### src/hdl/gsa_pkg.sv
// Shared types, codes and field widths for the generational slot allocator.
// No dependencies; every other file in hdl/ refers to this package by scoped names.
package gsa_pkg;

    // Payload field widths
    localparam int unsigned MODE_W   = 3;
    localparam int unsigned INDEX_W  = 8;
    localparam int unsigned GEN_W    = 32;
    localparam int unsigned STATUS_W = 2;
    localparam int unsigned LIMIT_W  = 9;
    localparam int unsigned DATA_W   = INDEX_W + GEN_W;

    // Table depth default and limit register reset value
    localparam int unsigned SLOT_COUNT_DEF = 256;
    localparam logic [LIMIT_W-1:0] LIMIT_RESET = 9'd256;

    // Operation codes carried in the input tuser
    localparam logic [MODE_W-1:0] OP_ALLOC   = 3'd0;
    localparam logic [MODE_W-1:0] OP_RELEASE = 3'd1;
    localparam logic [MODE_W-1:0] OP_LOOKUP  = 3'd2;
    localparam logic [MODE_W-1:0] OP_CLEAR   = 3'd3;
    localparam logic [MODE_W-1:0] OP_REL_ALL = 3'd4;

    // Result status codes
    localparam logic [STATUS_W-1:0] STAT_OK      = 2'd0;
    localparam logic [STATUS_W-1:0] STAT_INVALID = 2'd1;
    localparam logic [STATUS_W-1:0] STAT_STALE   = 2'd2;
    localparam logic [STATUS_W-1:0] STAT_LIMIT   = 2'd3;

    // Write enables into the slot table
    typedef struct packed {
        logic gen;
        logic occ;
        logic stk;
    } tbl_we_t;

    // Output of the shared generation check/bump unit
    typedef struct packed {
        logic [STATUS_W-1:0] status;
        logic [GEN_W-1:0]    bumped;
    } chk_t;

endpackage

### src/hdl/gsa_gen_unit.sv
// Shared generation unit: handle match check and generation bump (0 skipped).
// Used by release, lookup and the release-all walk; uses gsa_pkg.
module gsa_gen_unit (
    input  logic [gsa_pkg::GEN_W-1:0] rd_gen,
    input  logic                      rd_occ,
    input  logic [gsa_pkg::GEN_W-1:0] hgen,
    output gsa_pkg::chk_t             chk
);

    logic [gsa_pkg::GEN_W-1:0] inc;

    // Bump wraps past zero straight to one
    assign inc = rd_gen + gsa_pkg::GEN_W'(1);
    assign chk.bumped = (inc == '0) ? gsa_pkg::GEN_W'(1) : inc;

    // Unoccupied slot or wrong generation makes the handle stale
    assign chk.status = (rd_occ && (rd_gen == hgen)) ? gsa_pkg::STAT_OK
                                                     : gsa_pkg::STAT_STALE;

endmodule

### config.mk
export PLATFORM = sky130hd
export DESIGN_NAME = gsa_gen_unit
export DESIGN_NICKNAME = d
export VERILOG_FILES = /design/src/hdl/gsa_pkg.sv /design/src/hdl/gsa_gen_unit.sv
export SDC_FILE = /design/constraint.sdc
export NUM_CORES = 1
export LEC_CHECK = 0
export BUFFER_PORTS_ARGS = -buffer_cell sky130_fd_sc_hd__buf_2
export CAP_MARGIN = 5
export CORE_UTILIZATION = 45
export DETAILED_ROUTE_END_ITERATION = 10
export PLACE_DENSITY = 0.83
export RECOVER_POWER = 25
export SYNTH_ARGS = -nofsm -noshare
export SYNTH_HDL_FRONTEND = slang
export SYNTH_SLANG_ARGS = --single-unit
### constraint.sdc
create_clock -name vclk -period 2.25
set_clock_uncertainty 0.05 [all_clocks]
set_input_delay 0.1125 -clock vclk [all_inputs]
set_output_delay 0.1125 -clock vclk [all_outputs]
set_load 0.01 [all_outputs]
; Word level (Yosys, flattened, before mapping)
; Index checks and enable logic that the tools add are counted.
; Widths: inputs -> output; s select.
[totals]
output_inout_bits = 34
n_memories = 0
reg_bits = 0
latch_bits = 0
ram_bits = 0
in_bits = 65
wordCells = 6
mem_bits_ro = 0
[classes]
order_cmp = 0
addsub = 1
bitwise = 0
div_mod_pow = 0
eq_ne = 1
multipliers = 0
n_mux = 2
n_shift = 0
n_reduce_logical = 2
[op_table]
columns = operator, count
row1 = $add 32x1->32 const B, 1
row2 = $eq 32x32->1, 1
row3 = $logic_not 32->1, 1
row4 = $mux 32, 1
row5 = $mux 2, 1
row6 = $logic_and 1x1->1, 1

; Longest topological paths before layout
[depth]
ltp_word = 3
mapped_depth = 9
mapped_depth_nobuf = 8

; Worst setup path before layout
; No wires, ideal clock.
[synth_timing]
path_kind = input -> output
from = input rd_gen[4] (netlist name)
to = output chk[1] (netlist name)
path_slack_ns = 0.223
n_path_buf = 2
cell_stages = 9
t_required_ns = 2.088
arrival_ns = 1.865
path_cell_list = buf_2 > nand3_1 > or4_1 > buf_2 > and4bb_1 > a22oi_1 > nor4_2 > nand3_1 > and2_1
[synth_lines]
columns = element, line_no
row1 = start: declaration, gsa_gen_unit.sv:4  ; input logic [gsa_pkg::GEN_W-1:0] rd_gen,
row2 = end: declaration, gsa_gen_unit.sv:7  ; output gsa_pkg::chk_t chk

==> results by group <==
Run
  – Max-cap violations: 0

Routing
  – Pre-Repair DR Iteration Count: 4
  – DR WL/cell: 15.2 µm
  – Vias per cell: 5.73
  – Final WL: 6040 µm
  – Detailed Route Iter0 Violations: 148
  – # DRC: 0
  – Antenna viol nets, final: 0
  – Vias: 2275

Floorplan
  – Initial core utilization: 47.2%
  – Row cnt: 21
  – Die span in x: 61.4 µm
  – Boundary Pins: 99
  – Core Box Area: 3360 µm²
  – Die ar.: 3770 µm²
  – Die Y: 61.4 µm

Cells and area
  – Core occupancy in the finished layout: 73.2%
  – # clk buffers: 0
  – # nets final: 419
  – Share of cells above drive strength 1: 48.4%
  – Fillers: 294
  – Antenna diodes: 0
  – FF+latch count: 0
  – Reg area: 0 µm²
  – Syn-to-layout area delta: 55.0%
  – Multi-input logic area: 1540 µm²

STA
  – Final Hold Vio Count: 0
  – Setup TNS: 0 ns
  – Worst Hold Slack: 0.534 ns
  – Maximum clock rate: 453 MHz
  – Post-route clock period utilization: 98.0%
  – Minimum clock period: 2.21 ns
  – Final setup fails: 0
  – Final Max Slew Viols: 0
  – Unrepaired setup endpoints after global routing: yes
  – Worst Setup Slack, final: 0.0442 ns

Critical path
  – Startpoint Class: input port
  – Setup CP Type: in2out
  – CP Cell Sequence: buf_2 > nand3_1 > or3_1 > nor4_2 > mux2i_1 > a22oi_1 > nand3_1 > and2_1 > buf_2
  – Critical Path Max Stage Delay: 0.38 ns
  – Arr. time, crit path: 2.04 ns
  – CP Max Fanout: 8
  – WP data required: 2.09 ns
  – Setup crit end kind: primary output
  – Critical-path top delay cell: nor4_2

Logic synthesis
  – Gate Count Post-Synth: 233
  – Cell taking the most area after synthesis: xnor2_1
  – Syn_nets: 299
  – Share of the synthesized area in the top cell type: 24.8%
  – Largest cells by area after synthesis: xnor2_1 (25%), nand4_1 (9.1%), xor2_1 (8.3%), nand3_1 (6.3%), nand2_1 (4.5%)
  – Seq/Total Area, Yosys: 0%
  – Mean Syn Cell Area: 6.82 µm²
  – Synth unique cells: 45
  – Yosys warnings: 0
  – Mapped Area: 1590 µm²

Placed design
  – Port Buf Inserts: 98
  – Final RePlAce weighted congestion: 1.01
  – Dpl hpwl: 4860 µm
  – Pre-CTS WS: -0.120 ns

Clock network
  – Cts hold-fix bufs: 0

Power and ir drop
  – Power per cell area: 157 nW/µm²
  – Leak: 1.05 nW
  – Total power: 0.000386 W
  – Worst vdd ir: 0.0000919 V

GRT
  – Pin count of the biggest net entering global routing: 9
  – First-pass GRT wire length: 9140 µm
  – Vias in the first global route: 2007
  – Global-route usage over all layers: 31.7%
  – Initial antenna violation count: 0
  – Total grt overflow: 0

Outcome
  – Status: completed

Worst hold path
  – Worst hold path class: in2out
per-stage QoR:
| step | cell area (µm²) | instances |
|---|---|---|
| finish | 2460 | 397 |
| global route | 2460 | 397 |
| CTS | 2350 | 395 |
| detailed placement | 2300 | 394 |
| global placement | 2300 | 394 |
| floorplan | 1590 | 233 |
kinds of logic after synthesis:
logic type / share of synthesized area [%]
AND/OR/NAND/NOR: 45.3
buffers and inverters: 10.0
adder cells (fa/ha/maj): 0.787
multiplexers: 1.26
XOR/XNOR: 33.1
other: 0.236
AO/OA/AOI/OAI: 9.37
critical path, delay by kind of cell:
family                 cells  cell delay (ns)
and+or+nand+nor            5             1.28
buffers and inverters      2             0.31
AOI/OAI and AO/OA          1             0.20
muxes                      1             0.13
per-layer routing:
layer  GRT usage [%]  up-vias  share of wire (%)
li1                -     1092                  -
met1            39.2     1010                 40
met4            8.57        0                4.2
met3            3.78       34                8.4
met2            57.9      139                 47
met5               0        -                  0
final cells by class:
cell class / instances / area share [%]
multi-input cells: 206 / 62.7
repair buffers: 142 / 34.5
well taps: 46 / 2.34
inverters: 3 / 0.457
cell usage after synthesis, drive strengths merged (3+ instances only):
cell type  number
and4            3
nand2          19
or3             3
o21ai           3
inv             3
nor2           10
xnor2          45
nor3            9
or4             6
and3            7
nand3          21
buf            23
nor4           11
nand4          25
xor2           15
final timing paths:
check,startpoint,to,slack [ns],cells past startpoint
worst max-delay path,rd_gen[24],chk[1],0.04,9
worst min-delay path,rd_gen[30],chk[30],0.53,3
where the power goes:
group          internal [W]  switching, W
Clock                     0             0
Sequential                0             0
Combinational      0.000183      0.000202
placed cells by master, fill, tap and decap left out, drive strengths merged, types with 6 or more instances in the layout:
master and instances:
and3 7, buf 138, nand2 19, nand3 21, nand4 25, nor2 10
nor3 9, nor4 11, or4 6, xnor2 45, xor2 15
timing repair:
item | 4_1_cts | 5_1_grt
pin swaps | 4 | 10
buffers inserted | 1 | 2
resized for setup | 10 | 26
setup endpoints to repair | 2 | 2
Note: power is estimated with default switching activity, not from simulation.
